===== src/hdl/shot_vibration_detector_core_macros.svh =====
// Assertion shorthands for the shot detector; clk and rst_n must be in scope.
`ifndef SHOT_VIBRATION_DETECTOR_CORE_MACROS_SVH
`define SHOT_VIBRATION_DETECTOR_CORE_MACROS_SVH

// Consequent holds in the same cycle as the antecedent.
`define SVD_ASSERT_NOW(label, ante, cons, msg) \
  label: assert property (@(posedge clk) disable iff (!rst_n) (ante) |-> (cons)) \
    else $error(msg);

// Consequent holds in the cycle after the antecedent.
`define SVD_ASSERT_NEXT(label, ante, cons, msg) \
  label: assert property (@(posedge clk) disable iff (!rst_n) (ante) |=> (cons)) \
    else $error(msg);

`endif


===== src/hdl/svd_pkg.sv =====
package svd_pkg;

  localparam int THR_W      = 15;
  localparam int MS_W       = 16;
  localparam int HITS_W     = 8;
  localparam int KIND_W     = 2;
  localparam int CFG_ADDR_W = 4;
  localparam int CFG_DATA_W = 32;

  // Gravity in 1/128 m/s^2 units
  localparam int GRAV_W = 11;
  localparam logic [GRAV_W-1:0] GRAVITY_Q7 = 11'd1256;

  // (G+T) fits 16 bits for any 15-bit T, (G-T) fits 11 bits when positive
  localparam int HI_W    = 16;
  localparam int HI_SQ_W = 32;
  localparam int LO_SQ_W = 22;

  localparam logic [THR_W-1:0]  THRESHOLD_RST = 15'd256;
  localparam logic [MS_W-1:0]   WINDOW_RST    = 16'd2000;
  localparam logic [MS_W-1:0]   COOLDOWN_RST  = 16'd3000;
  localparam logic [HITS_W-1:0] HITS_REQ_RST  = 8'd3;

  localparam logic [HI_SQ_W-1:0] HI_SQ_RST = 32'd2286144;  // 1512 squared
  localparam logic [LO_SQ_W-1:0] LO_SQ_RST = 22'd1000000;  // 1000 squared

  localparam logic [MS_W-1:0]   MS_MAX   = 16'hFFFF;
  localparam logic [HITS_W-1:0] HITS_MAX = 8'hFF;

  localparam logic [KIND_W-1:0] KIND_TICK   = 2'd0;
  localparam logic [KIND_W-1:0] KIND_SAMPLE = 2'd1;
  localparam logic [KIND_W-1:0] KIND_ARM    = 2'd2;

  localparam logic [1:0] REG_THRESHOLD = 2'd0;
  localparam logic [1:0] REG_WINDOW    = 2'd1;
  localparam logic [1:0] REG_COOLDOWN  = 2'd2;
  localparam logic [1:0] REG_HITS_REQ  = 2'd3;

  typedef enum logic [1:0] {
    MODE_IDLE      = 2'd0,
    MODE_DETECTING = 2'd1,
    MODE_DETECTED  = 2'd2
  } mode_t;

endpackage


===== src/hdl/svd_channels.sv =====
interface svd_in_if #(
  parameter int ACCEL_WIDTH = 16
);
  import svd_pkg::*;

  logic                          valid;
  logic                          ready;
  logic [KIND_W-1:0]             kind;
  logic signed [ACCEL_WIDTH-1:0] accel_x;
  logic signed [ACCEL_WIDTH-1:0] accel_y;
  logic signed [ACCEL_WIDTH-1:0] accel_z;
  logic                          sample_valid;

  modport source (
    output valid, kind, accel_x, accel_y, accel_z, sample_valid,
    input  ready
  );
  modport sink (
    input  valid, kind, accel_x, accel_y, accel_z, sample_valid,
    output ready
  );
endinterface

interface svd_out_if;
  import svd_pkg::*;

  logic              valid;
  logic              ready;
  logic [1:0]        detector_state;
  logic              shot_flag;
  logic [HITS_W-1:0] hit_count;

  modport source (
    output valid, detector_state, shot_flag, hit_count,
    input  ready
  );
  modport sink (
    input  valid, detector_state, shot_flag, hit_count,
    output ready
  );
endinterface


===== src/hdl/shot_vibration_detector_core.sv =====
// Armed shot detector on three-axis accelerometer words. Each input word (tick, sample or
// arm) yields exactly one result word carrying the detector state, a shot flag that is set
// only on the word that enters detected, and the saturating hit count. One word per cycle is
// taken sustained while results are read: an accepted word waits in the input register
// while its squares, the band compare and the state update are worked out; the result
// register loads once it is free or its result is being taken. While a result waits
// unread, the input register holds one more word and input ready then drops until the result
// is taken. The squared band limits are registered from the threshold register, so a
// threshold write reaches them through thr_r and then the hi_sq_r and lo_sq_r registers.
`include "shot_vibration_detector_core_macros.svh"

module shot_vibration_detector_core #(
  parameter int ACCEL_WIDTH = 16
) (
  input  logic                               clk,
  input  logic                               rst_n,
  svd_in_if.sink                             in_ch,
  svd_out_if.source                          out_ch,
  input  logic                               psel,
  input  logic                               penable,
  input  logic                               pwrite,
  input  logic [svd_pkg::CFG_ADDR_W-1:0]     paddr,
  input  logic [svd_pkg::CFG_DATA_W-1:0]     pwdata,
  output logic [svd_pkg::CFG_DATA_W-1:0]     prdata,
  output logic                               pready
);
  import svd_pkg::*;

  localparam int W      = ACCEL_WIDTH;
  localparam int SUM_W  = 2 * W;
  localparam int CMP_W  = (SUM_W > HI_SQ_W) ? SUM_W : HI_SQ_W;

  // ---------------- configuration ----------------
  logic [THR_W-1:0]   thr_r;
  logic [MS_W-1:0]    window_r;
  logic [MS_W-1:0]    cooldown_r;
  logic [HITS_W-1:0]  hits_req_r;
  logic [HI_SQ_W-1:0] hi_sq_r;
  logic [LO_SQ_W-1:0] lo_sq_r;
  logic               cfg_wr;
  logic [HI_W-1:0]    hi_sum;
  logic [GRAV_W-1:0]  lo_diff;
  logic               lo_en;

  assign pready = 1'b1;
  assign cfg_wr = psel && penable && pwrite && pready;

  always_ff @(posedge clk) begin
    if (!rst_n) begin
      thr_r      <= THRESHOLD_RST;
      window_r   <= WINDOW_RST;
      cooldown_r <= COOLDOWN_RST;
      hits_req_r <= HITS_REQ_RST;
    end else if (cfg_wr) begin
      case (paddr[3:2])
        REG_THRESHOLD: thr_r      <= pwdata[THR_W-1:0];
        REG_WINDOW:    window_r   <= pwdata[MS_W-1:0];
        REG_COOLDOWN:  cooldown_r <= pwdata[MS_W-1:0];
        REG_HITS_REQ:  hits_req_r <= pwdata[HITS_W-1:0];
        default: ;
      endcase
    end
  end

  always_comb begin
    case (paddr[3:2])
      REG_THRESHOLD: prdata = CFG_DATA_W'(thr_r);
      REG_WINDOW:    prdata = CFG_DATA_W'(window_r);
      REG_COOLDOWN:  prdata = CFG_DATA_W'(cooldown_r);
      REG_HITS_REQ:  prdata = CFG_DATA_W'(hits_req_r);
      default:       prdata = '0;
    endcase
  end

  // Band limits (G+T)^2 and (G-T)^2, lower limit only when G > T
  assign lo_en   = HI_W'(thr_r) < HI_W'(GRAVITY_Q7);
  assign hi_sum  = HI_W'(GRAVITY_Q7) + HI_W'(thr_r);
  assign lo_diff = GRAVITY_Q7 - thr_r[GRAV_W-1:0];

  always_ff @(posedge clk) begin
    if (!rst_n) begin
      hi_sq_r <= HI_SQ_RST;
      lo_sq_r <= LO_SQ_RST;
    end else begin
      hi_sq_r <= HI_SQ_W'(hi_sum) * HI_SQ_W'(hi_sum);
      lo_sq_r <= LO_SQ_W'(lo_diff) * LO_SQ_W'(lo_diff);
    end
  end

  // ---------------- handshake ----------------
  logic s1_v_r, out_v_r;
  logic out_can, s1_can, s1_fire;

  assign out_can     = !out_v_r || out_ch.ready;
  assign s1_can      = !s1_v_r || out_can;
  assign s1_fire     = s1_v_r && out_can;
  assign in_ch.ready = s1_can;

  // ---------------- input register ----------------
  logic [KIND_W-1:0]   s1_kind_r;
  logic signed [W-1:0] s1_ax_r, s1_ay_r, s1_az_r;
  logic                s1_valid_r;

  always_ff @(posedge clk) begin
    if (!rst_n) begin
      s1_v_r <= 1'b0;
    end else if (s1_can) begin
      s1_v_r <= in_ch.valid;
    end
  end

  always_ff @(posedge clk) begin
    if (s1_can) begin
      s1_kind_r  <= in_ch.kind;
      s1_ax_r    <= in_ch.accel_x;
      s1_ay_r    <= in_ch.accel_y;
      s1_az_r    <= in_ch.accel_z;
      s1_valid_r <= in_ch.sample_valid;
    end
  end

  // ---------------- hit test ----------------
  logic [W-1:0]     mag_x, mag_y, mag_z;
  logic [SUM_W-1:0] prod_x, prod_y, prod_z;
  logic [SUM_W-1:0] mag_sq;
  logic [CMP_W-1:0] mag_cmp;
  logic             s1_quiet, over_band, under_band, s1_hit;

  assign mag_x = s1_ax_r[W-1] ? (~s1_ax_r + W'(1)) : s1_ax_r;
  assign mag_y = s1_ay_r[W-1] ? (~s1_ay_r + W'(1)) : s1_ay_r;
  assign mag_z = s1_az_r[W-1] ? (~s1_az_r + W'(1)) : s1_az_r;

  assign prod_x = SUM_W'(mag_x) * SUM_W'(mag_x);
  assign prod_y = SUM_W'(mag_y) * SUM_W'(mag_y);
  assign prod_z = SUM_W'(mag_z) * SUM_W'(mag_z);
  // near zero on every axis: |a| <= 1
  assign s1_quiet = (mag_x[W-1:1] == '0) && (mag_y[W-1:1] == '0)
                 && (mag_z[W-1:1] == '0);

  assign mag_sq     = prod_x + prod_y + prod_z;
  assign mag_cmp    = CMP_W'(mag_sq);
  assign over_band  = mag_cmp > CMP_W'(hi_sq_r);
  assign under_band = lo_en && (mag_cmp < CMP_W'(lo_sq_r));
  assign s1_hit     = s1_valid_r && !s1_quiet && (over_band || under_band);

  // ---------------- detector state ----------------
  mode_t             mode_r, mode_a, mode_b, mode_nxt;
  logic [HITS_W-1:0] hits_r, hits_nxt, hits_base, hits_inc;
  logic [MS_W-1:0]   elapsed_r, elapsed_nxt, elapsed_tick;
  logic              win_out, score, shot, arm;

  // datapath: timers, hit count, pulse
  always_comb begin
    elapsed_tick = elapsed_r;
    if (s1_kind_r == KIND_TICK && elapsed_r != MS_MAX) begin
      elapsed_tick = elapsed_r + MS_W'(1);
    end
    win_out   = (mode_r == MODE_DETECTING) && (elapsed_tick > window_r);
    mode_a    = win_out ? MODE_IDLE : mode_r;
    hits_base = win_out ? '0 : hits_r;
    score     = (s1_kind_r == KIND_SAMPLE) && (mode_a == MODE_DETECTING) && s1_hit;
    hits_inc  = (score && hits_base != HITS_MAX) ? hits_base + HITS_W'(1) : hits_base;
    shot      = score && (hits_inc >= hits_req_r);
    arm       = (s1_kind_r == KIND_ARM) && (mode_a != MODE_DETECTING);
    hits_nxt    = arm ? '0 : hits_inc;
    elapsed_nxt = arm ? '0 : elapsed_tick;
  end

  // next state
  always_comb begin
    mode_b = mode_a;
    if (shot) begin
      mode_b = MODE_DETECTED;
    end else if (arm) begin
      mode_b = MODE_DETECTING;
    end
    mode_nxt = mode_b;
    if (mode_b == MODE_DETECTED && elapsed_nxt > cooldown_r) begin
      mode_nxt = MODE_IDLE;
    end
  end

  always_ff @(posedge clk) begin
    if (!rst_n) begin
      mode_r    <= MODE_IDLE;
      hits_r    <= '0;
      elapsed_r <= '0;
    end else if (s1_fire) begin
      mode_r    <= mode_nxt;
      hits_r    <= hits_nxt;
      elapsed_r <= elapsed_nxt;
    end
  end

  // ---------------- result register ----------------
  logic [1:0]        out_state_r;
  logic              out_shot_r;
  logic [HITS_W-1:0] out_hits_r;

  always_ff @(posedge clk) begin
    if (!rst_n) begin
      out_v_r <= 1'b0;
    end else if (out_can) begin
      out_v_r <= s1_v_r;
    end
  end

  always_ff @(posedge clk) begin
    if (s1_fire) begin
      out_state_r <= mode_nxt;
      out_shot_r  <= shot;
      out_hits_r  <= hits_nxt;
    end
  end

  assign out_ch.valid          = out_v_r;
  assign out_ch.detector_state = out_state_r;
  assign out_ch.shot_flag      = out_shot_r;
  assign out_ch.hit_count      = out_hits_r;

  // ---------------- checks ----------------
  `SVD_ASSERT_NEXT(a_shot_lands, s1_fire && shot, mode_r != MODE_DETECTING, "bad shot state")
  `SVD_ASSERT_NEXT(a_arm_lands, s1_fire && arm, mode_r == MODE_DETECTING, "arm not applied")
  `SVD_ASSERT_NEXT(a_out_hold, out_v_r && !out_ch.ready, out_v_r, "result dropped")
  `SVD_ASSERT_NOW(a_in_block, s1_v_r && !out_can, !in_ch.ready, "input taken while full")

endmodule


===== src/flat_wrapper.sv =====
// flat-port wrapper written by rule: the top's interface ports become plain ports
module shot_vibration_detector_core_flat import svd_pkg::*;
#(
  parameter int ACCEL_WIDTH = 16
)
  (clk, rst_n, psel, penable, pwrite, paddr, pwdata, prdata, pready, in_ch_valid, in_ch_kind, in_ch_accel_x, in_ch_accel_y, in_ch_accel_z, in_ch_sample_valid, in_ch_ready, out_ch_valid, out_ch_detector_state, out_ch_shot_flag, out_ch_hit_count, out_ch_ready);
  svd_in_if #(.ACCEL_WIDTH(ACCEL_WIDTH)) in_ch_i ();
  svd_out_if out_ch_i ();
  input  logic clk;
  input  logic rst_n;
  input  logic psel;
  input  logic penable;
  input  logic pwrite;
  input  logic [svd_pkg::CFG_ADDR_W-1:0] paddr;
  input  logic [svd_pkg::CFG_DATA_W-1:0] pwdata;
  output logic [svd_pkg::CFG_DATA_W-1:0] prdata;
  output logic pready;
  input wire logic [$bits(in_ch_i.valid)-1:0] in_ch_valid;
  input wire logic [$bits(in_ch_i.kind)-1:0] in_ch_kind;
  input wire logic [$bits(in_ch_i.accel_x)-1:0] in_ch_accel_x;
  input wire logic [$bits(in_ch_i.accel_y)-1:0] in_ch_accel_y;
  input wire logic [$bits(in_ch_i.accel_z)-1:0] in_ch_accel_z;
  input wire logic [$bits(in_ch_i.sample_valid)-1:0] in_ch_sample_valid;
  output wire logic [$bits(in_ch_i.ready)-1:0] in_ch_ready;
  output wire logic [$bits(out_ch_i.valid)-1:0] out_ch_valid;
  output wire logic [$bits(out_ch_i.detector_state)-1:0] out_ch_detector_state;
  output wire logic [$bits(out_ch_i.shot_flag)-1:0] out_ch_shot_flag;
  output wire logic [$bits(out_ch_i.hit_count)-1:0] out_ch_hit_count;
  input wire logic [$bits(out_ch_i.ready)-1:0] out_ch_ready;
  assign in_ch_i.valid = in_ch_valid;
  assign in_ch_i.kind = in_ch_kind;
  assign in_ch_i.accel_x = in_ch_accel_x;
  assign in_ch_i.accel_y = in_ch_accel_y;
  assign in_ch_i.accel_z = in_ch_accel_z;
  assign in_ch_i.sample_valid = in_ch_sample_valid;
  assign in_ch_ready = in_ch_i.ready;
  assign out_ch_valid = out_ch_i.valid;
  assign out_ch_detector_state = out_ch_i.detector_state;
  assign out_ch_shot_flag = out_ch_i.shot_flag;
  assign out_ch_hit_count = out_ch_i.hit_count;
  assign out_ch_i.ready = out_ch_ready;
  shot_vibration_detector_core #(.ACCEL_WIDTH(ACCEL_WIDTH)) u_core (.clk(clk), .rst_n(rst_n), .in_ch(in_ch_i), .out_ch(out_ch_i), .psel(psel), .penable(penable), .pwrite(pwrite), .paddr(paddr), .pwdata(pwdata), .prdata(prdata), .pready(pready));
endmodule

===== config.mk =====
export PLATFORM = sky130hd
export DESIGN_NAME = shot_vibration_detector_core_flat
export DESIGN_NICKNAME = d
export VERILOG_FILES = /design/src/hdl/svd_pkg.sv /design/src/hdl/svd_channels.sv /design/src/hdl/shot_vibration_detector_core.sv /design/src/flat_wrapper.sv
export VERILOG_INCLUDE_DIRS = /design/src /design/src/hdl
export SDC_FILE = /design/constraint.sdc
export NUM_CORES = 2
export LEC_CHECK = 0
export BUFFER_PORTS_ARGS = -buffer_cell sky130_fd_sc_hd__buf_2
export CAP_MARGIN = 15
export CORE_ASPECT_RATIO = 1.25
export CORE_MARGIN = 5
export CORE_UTILIZATION = 50
export CTS_CLUSTER_SIZE = 12
export DETAILED_ROUTE_END_ITERATION = 10
export GPL_ROUTABILITY_DRIVEN = 0
export HOLD_SLACK_MARGIN = 0.1
export PLACE_DENSITY = 0.74
export SETUP_SLACK_MARGIN = 0.5
export SYNTH_ARGS = -nofsm -noshare
export SYNTH_HDL_FRONTEND = slang
export SYNTH_SLANG_ARGS = --single-unit

===== constraint.sdc =====
create_clock -name clk -period 36 [get_ports clk]
set_input_delay 1.8 -clock clk [delete_from_list [all_inputs] [get_ports clk]]
set_output_delay 1.8 -clock clk [all_outputs]
set_load 0.02 [all_outputs]

Word-level counts from Yosys, hierarchy flattened
Cells that the tools add are included.
W data, S select, Z words.
{ "word_totals": {"ff_bits": 199, "in_bits": 94, "out_inout_bits": 46, "wordCells": 97} }
{ "classes": {"addsub": 9, "n_mul": 5, "n_lt_le_gt_ge": 6, "eq_ne": 11, "n_mux": 13, "bitwise_logic": 3, "reduce_logical": 31} }
{ "ops": {"columns": ["cell", "n"], "rows": [
  ["$mul A16 B16 Y32", 4],
  ["$pmux W32 S4", 1],
  ["$mux W16", 5],
  ["$add A32 B32 Y32", 2],
  ["$add A16 B2 Y16 const B", 3],
  ["$not A16 Y16", 3],
  ["$logic_not A15 Y1", 3],
  ["$gt A16 B16 Y1", 2],
  ["$gt A32 B32 Y1", 1],
  ["$lt A32 B22 Y1", 1],
  ["$mux W8", 3],
  ["$mul A11 B11 Y22", 1],
  ["$add A11 B15 Y16 const A", 1],
  ["$add A16 B1 Y16 const B", 1],
  ["$logic_and A1 B1 Y1", 16],
  ["$ne A16 B16 Y1 const B", 1],
  ["$lt A15 B11 Y1 const B", 1],
  ["$sub A11 B11 Y11 const A", 1],
  ["$add A8 B1 Y8 const B", 1],
  ["$eq A2 B1 Y1 const B", 4],
  ["$eq A2 B2 Y1 const B", 4],
  ["$ge A8 B8 Y1", 1],
  ["$mux W2", 4],
  ["$ne A8 B8 Y1 const B", 1],
  ["5 further kinds", 13]
]} }

Depth between registers and ports, before layout
{ "logic_depth": {"word_depth": 19, "ltp_mapped": 58, "ltp_nobuf": 56} }

Least setup slack after synthesis
OpenSTA, ideal clock, no wires.
{ "synth_path": {"kind": "register -> register", "from": "register u_core.s1_ax_r[0]", "to": "register u_core.mode_r[1]", "setup_ns": 0.087, "arrival_ns": 12.937, "required_time_ns": 35.913, "setup_slack_ns": 22.976, "path_stages_with_launch": 52, "path_buffers": 3, "synth_period_minus_slack_ns": 13.024, "cell_sequence": "edfxtp_1 > clkbuf_1 > inv_2 > ha_1 > or3b_2 > o41ai_1 > xor2_1 > inv_1 > clkbuf_1 > nand2_1 > fa_1 > inv_1 > fa_1 > fa_1 > inv_1 > fa_1 > fa_1 > inv_1 > [... 16 more ...] > nor2b_1 > a221o_1 > a311oi_4 > nor3_4 > xnor2_1 > ha_1 > nand2b_1 > a21o_1 > a21o_1 > a21o_1 > a21oi_1 > nor2b_1 > o21ai_0 > nand2b_1 > a21oi_1 > nor3_4 > o21a_1 > o31ai_1"} }
{ "synth_via": {"elab_chain_len": 19, "word_cells_on_any_way": 25, "classes_between": "add/sub: 3; mul: 1; order compare: 3; eq/ne: 1; mux: 4; bitwise: 1; reduce/logical: 12"} }
{ "synth_rtl": {"columns": ["item", "line", "rtl"], "rows": [
  ["start, declared", "shot_vibration_detector_core.sv:101", "logic signed [W-1:0] s1_ax_r, s1_ay_r, s1_az_r;"],
  ["start signal, assigned", "shot_vibration_detector_core.sv:115", "s1_ax_r <= in_ch.accel_x;"],
  ["$not A16 Y16", "shot_vibration_detector_core.sv:129", "assign mag_x = s1_ax_r[W-1] ? (~s1_ax_r + W'(1)) : s1_ax_r;"],
  ["$add A16 B2 Y16", "shot_vibration_detector_core.sv:129", null],
  ["$mux W16 *", "shot_vibration_detector_core.sv:129", null],
  ["$mul A16 B16 Y32", "shot_vibration_detector_core.sv:133", "assign prod_x = SUM_W'(mag_x) * SUM_W'(mag_x);"],
  ["$add A32 B32 Y32 (2 in series)", "shot_vibration_detector_core.sv:140", "assign mag_sq = prod_x + prod_y + prod_z;"],
  ["$lt A32 B22 Y1", "shot_vibration_detector_core.sv:143", "assign under_band = lo_en && (mag_cmp < CMP_W'(lo_sq_r));"],
  ["$logic_and A1 B1 Y1", "shot_vibration_detector_core.sv:143", null],
  ["$logic_or A1 B1 Y1", "shot_vibration_detector_core.sv:144", "assign s1_hit = s1_valid_r && !s1_quiet && (over_band || under_band);"],
  ["[... 3 more ...]", null, null],
  ["$mux W8", "shot_vibration_detector_core.sv:162", "hits_inc = (score && hits_base != HITS_MAX) ? hits_base + HITS_W'(1) : hits_base;"],
  ["$ge A8 B8 Y1", "shot_vibration_detector_core.sv:163", "shot = score && (hits_inc >= hits_req_r);"],
  ["$logic_and A1 B1 Y1 *", "shot_vibration_detector_core.sv:163", null],
  ["net u_core.shot", "shot_vibration_detector_core.sv:150", "logic win_out, score, shot, arm;"],
  ["$mux W2 *", "shot_vibration_detector_core.sv:172", "if (shot) begin"],
  ["$eq A2 B2 Y1", "shot_vibration_detector_core.sv:178", "if (mode_b == MODE_DETECTED && elapsed_nxt > cooldown_r) begin"],
  ["$logic_and A1 B1 Y1", "shot_vibration_detector_core.sv:178", null],
  ["$mux W2 *", "shot_vibration_detector_core.sv:178", null],
  ["end signal, assigned", "shot_vibration_detector_core.sv:189", "mode_r <= mode_nxt;"],
  ["end, declared", "shot_vibration_detector_core.sv:147", "mode_t mode_r, mode_a, mode_b, mode_nxt;"]
]} }
Mark *: on every way through the listed nets, which the timed path passes. The rest lies on a longest branch.
A chain may end at the register's enable or synchronous reset.

Final worst setup path
{ "layout_path": {"from": "register u_core.s1_ay_r[0]", "to": "register u_core.mode_r[1]"} }
{ "layout_via": {"elab_chain_len": 19, "word_cells_on_any_way": 25, "classes_between": "add/sub: 3; mul: 1; order compare: 3; eq/ne: 1; mux: 4; bitwise: 1; reduce/logical: 12"} }
{ "layout_rtl": {"columns": ["item", "line", "rtl"], "rows": [
  ["start, declared", "shot_vibration_detector_core.sv:101", null],
  ["start signal, assigned", "shot_vibration_detector_core.sv:116", "s1_ay_r <= in_ch.accel_y;"],
  ["$not A16 Y16", "shot_vibration_detector_core.sv:130", "assign mag_y = s1_ay_r[W-1] ? (~s1_ay_r + W'(1)) : s1_ay_r;"],
  ["$add A16 B2 Y16", "shot_vibration_detector_core.sv:130", null],
  ["$mux W16 *", "shot_vibration_detector_core.sv:130", null],
  ["$mul A16 B16 Y32", "shot_vibration_detector_core.sv:134", "assign prod_y = SUM_W'(mag_y) * SUM_W'(mag_y);"],
  ["$add A32 B32 Y32 (2 in series)", "shot_vibration_detector_core.sv:140", null],
  ["$lt A32 B22 Y1", "shot_vibration_detector_core.sv:143", null],
  ["$logic_and A1 B1 Y1", "shot_vibration_detector_core.sv:143", null],
  ["$logic_or A1 B1 Y1", "shot_vibration_detector_core.sv:144", null],
  ["[... 3 more ...]", null, null],
  ["$mux W8", "shot_vibration_detector_core.sv:162", null],
  ["$ge A8 B8 Y1", "shot_vibration_detector_core.sv:163", null],
  ["$logic_and A1 B1 Y1 *", "shot_vibration_detector_core.sv:163", null],
  ["net u_core.shot", "shot_vibration_detector_core.sv:150", null],
  ["$mux W2 *", "shot_vibration_detector_core.sv:172", null],
  ["$eq A2 B2 Y1", "shot_vibration_detector_core.sv:178", null],
  ["$logic_and A1 B1 Y1", "shot_vibration_detector_core.sv:178", null],
  ["$mux W2 *", "shot_vibration_detector_core.sv:178", null]
]} }
Marked as above.

==> results.json <==
{
  "slew_viol_final": 0,
  "synthArstFlopShare": 0,
  "cts.path.max_buffers": 2,
  "vias": 31800,
  "drt_drc_violations_left": 0,
  "synth-compound-area-share": 0.0665,
  "rsz0062_at_grt": "no",
  "syn2layout_area_growth_pct": 6.11,
  "fp-row-count": 120,
  "crit_buf_inv": 7,
  "nNetsFinal": 6303,
  "wl_per_cell_um": 17.7,
  "wl_met3_um": 6690,
  "slowest_delay_ps": 790,
  "synth_edf_count": 62,
  "yosys_most_used_dff": "dfxtp_1",
  "final-hold-violation-count": 0,
  "grt_pass1_vias": 34300,
  "cts_setup_buffers": 0,
  "met2_length_um": 53800,
  "fin_util": 0.535,
  "portBuffers": 104,
  "setup-tns-final_ps": 0,
  "setup_viol": 0,
  "synth-seq-cells": 195,
  "crit_path_start_kind": "flop",
  "cts_buffers": 17,
  "die_x_um": 273,
  "hp-class": "flop to flop",
  "dieArea_mm2": 0.0925,
  "yosys.cell_types.count": 102,
  "crit_fanout": 18,
  "clkSinkCount": 195,
  "fin_skew_ps": 30.7,
  "drt-met1-wl_um": 40700,
  "synth-simple-area-share": 0.122,
  "cts_hold_buf": 0,
  "num-fill-cells": 7664,
  "ys_seq_area_frac": 0.105,
  "hpwl_um": 92300,
  "io_pins": 140,
  "wl_um": 107000,
  "max-slew-margin-rel": 0.271,
  "tightestPinTransition_ps": 1090,
  "syn_avg_cell_area_um2": 9.07,
  "ctsRootBufferMaster": "clkbuf_16",
  "grt_usage": 0.236,
  "ys_warn_count": 0,
  "max_clock_freq_mhz": 64.1,
  "synth_fa_ha_area_frac": 0.533,
  "clkLatencyLatePin_ps": 520,
  "synth.top_cell.area_share": 0.387,
  "die_y_um": 339,
  "critPathKind": "flop to flop",
  "initial_core_util": 0.505,
  "firstDrtPassIters": 8,
  "cp_top_family": "adder cells",
  "fin_crit_sh": 0.433,
  "drive_above_1_share": 0.0530,
  "cp_slowest_cell": "a311oi_4",
  "core-area_mm2": 0.0857,
  "drt_iter0_markers": 1957,
  "yosysMostFrequentCell": "inv_1",
  "antenna_left": 0,
  "synth_area_leaders": "fa_1 39%, ha_1 15%, inv_1 11%, dfxtp_1 6.2%, edfxtp_1 4.3%",
  "antenna_found_initial": 9,
  "crit_top_cell": "fa_1",
  "synthTopCellsByCount": "1266 x inv_1, 837 x fa_1, 502 x ha_1, 442 x nand2_1, 401 x nor2_1",
  "run_status": "complete, no violations",
  "min_period_ps": 15590,
  "maxCapViolations": 0,
  "maxUsedRoutingLayer": "met5",
  "r2r_slack_ps": 20410,
  "tritoncts": "built",
  "synth-xor-area-share": 0.0384,
  "cts.repair.resized": 0,
  "cts_max_level": 4,
  "gr-total-overflow": 0,
  "grt_max_degree": 71,
  "worstSetupEndpointType": "flop",
  "path_clk_slew_ps": 100,
  "syn_area_mm2": 0.0433,
  "synth_cells": 4767,
  "cp.required_ps": 36440,
  "viasPerCell": 5.26,
  "muxShareOfSynthArea": 0.0105,
  "crit_arrival_ps": 16030,
  "grt_pass1_wl_um": 174000,
  "synth_top_family_by_area": "adder cells",
  "yosysTopAreaCell": "fa_1"
}
worst paths after layout:
check | startpoint | to | cells past startpoint
worst min register to register | u_core.hits_r[6] | u_core.hits_r[6] | 2
worst max-delay path | u_core.s1_ay_r[0] | u_core.mode_r[1] | 50
worst max register to register | u_core.s1_ay_r[0] | u_core.mode_r[1] | 50
worst min-delay path | u_core.hits_r[6] | u_core.hits_r[6] | 2
layout make-up:
| type | count | area (um2) | area share |
|---|---|---|---|
| Antenna cell | 3 | 7.51 | 0.000164 |
| Clock buffer | 19 | 433 | 0.00943 |
| Clock inverter | 13 | 155 | 0.00338 |
| Inverter | 1295 | 4860 | 0.106 |
| Multi-Input combinational cell | 3205 | 33600 | 0.731 |
| Sequential cell | 195 | 4520 | 0.0986 |
| Tap cell | 1159 | 1450 | 0.0316 |
| Timing Repair Buffer | 156 | 918 | 0.0200 |
cell usage in the layout, fill, tap and decap left out, types with 6 or more instances in the layout:
master,instances
a211oi_1,10
a21o_1,51
a21oi_1,145
a31oi_1,17
and2_1,47
and3_1,20
and4_1,6
buf_2,104
buf_4,51
clkbuf_16,17
clkinv_1,17
conb_1,57
dfxtp_1,133
edfxtp_1,62
fa_1,837
ha_1,502
inv_1,1266
inv_2,11
mux2i_1,24
mux4_2,8
nand2_1,441
nand2b_1,25
nand3_1,53
nand4_1,20
nor2_1,401
nor2b_1,25
nor3_1,39
nor3b_1,8
nor4_1,12
o211ai_1,30
o21a_1,14
o21ai_0,55
o21ai_1,6
o21bai_1,10
o31ai_1,12
or2_2,10
or3_1,10
or4_1,10
xnor2_1,114
xor2_1,58
through the flow:
| stage | cell area, um2 | hold WS, ps | setup WS (ps) | cells |
|---|---|---|---|---|
| after CTS | 45900 | 471 | 20460 | 6041 |
| final | 45900 | 472 | 20410 | 6045 |
| after floorplan | 43500 | 437 | 22980 | 4822 |
| after global placement | 45300 | 451 | 20560 | 6009 |
| after detailed placement | 45300 | 457 | 20530 | 6009 |
| after global routing | 45900 | 493 | 19580 | 6042 |
cells by family after synthesis:
kind of cell               count (synthesis)
xor gates and xnor gates                 181
AOI/OAI and AO/OA                        427
buffers and inverters                   1422
other                                      2
DFF                                      195
adders and majority gates               1339
and+or+nand+nor                         1166
muxes                                     35
layer usage:
layer / track usage / up-vias
met3: 0.0377 / 342
met4: 0.113 / 4
met5: 0 / -
met2: 0.412 / 1090
met1: 0.284 / 15700
li1: - / 14600
state kept, by name, summed over array words and instances (netlist names):
signal and count:
u_core.elapsed_r 16, u_core.s1_az_r 16, u_core.thr_r 15, u_core.hits_r 8, u_core.s1_valid_r 1, u_core.mode_r 2
u_core.s1_ax_r 16, u_core.out_ch.valid 1, u_core.lo_sq_r 20, u_core.s1_v_r 1, u_core.out_ch.shot_flag 1, u_core.window_r 16
u_core.s1_kind_r 2, u_core.hits_req_r 8, u_core.s1_ay_r 16, u_core.out_ch.hit_count 8, u_core.hi_sq_r 30, u_core.out_ch.detector_state 2
u_core.cooldown_r 16
worst min-delay path, delay by kind of cell, from the launching register on:
family / cells / cell delay, ps
flip-flops: 1 / 310
AO/OA/AOI/OAI: 1 / 60
AND/OR/NAND/NOR: 1 / 60
Power is left out: the tool's default activity adds up to more than one toggle a clock period on the data nets, which glitch-free logic cannot reach.
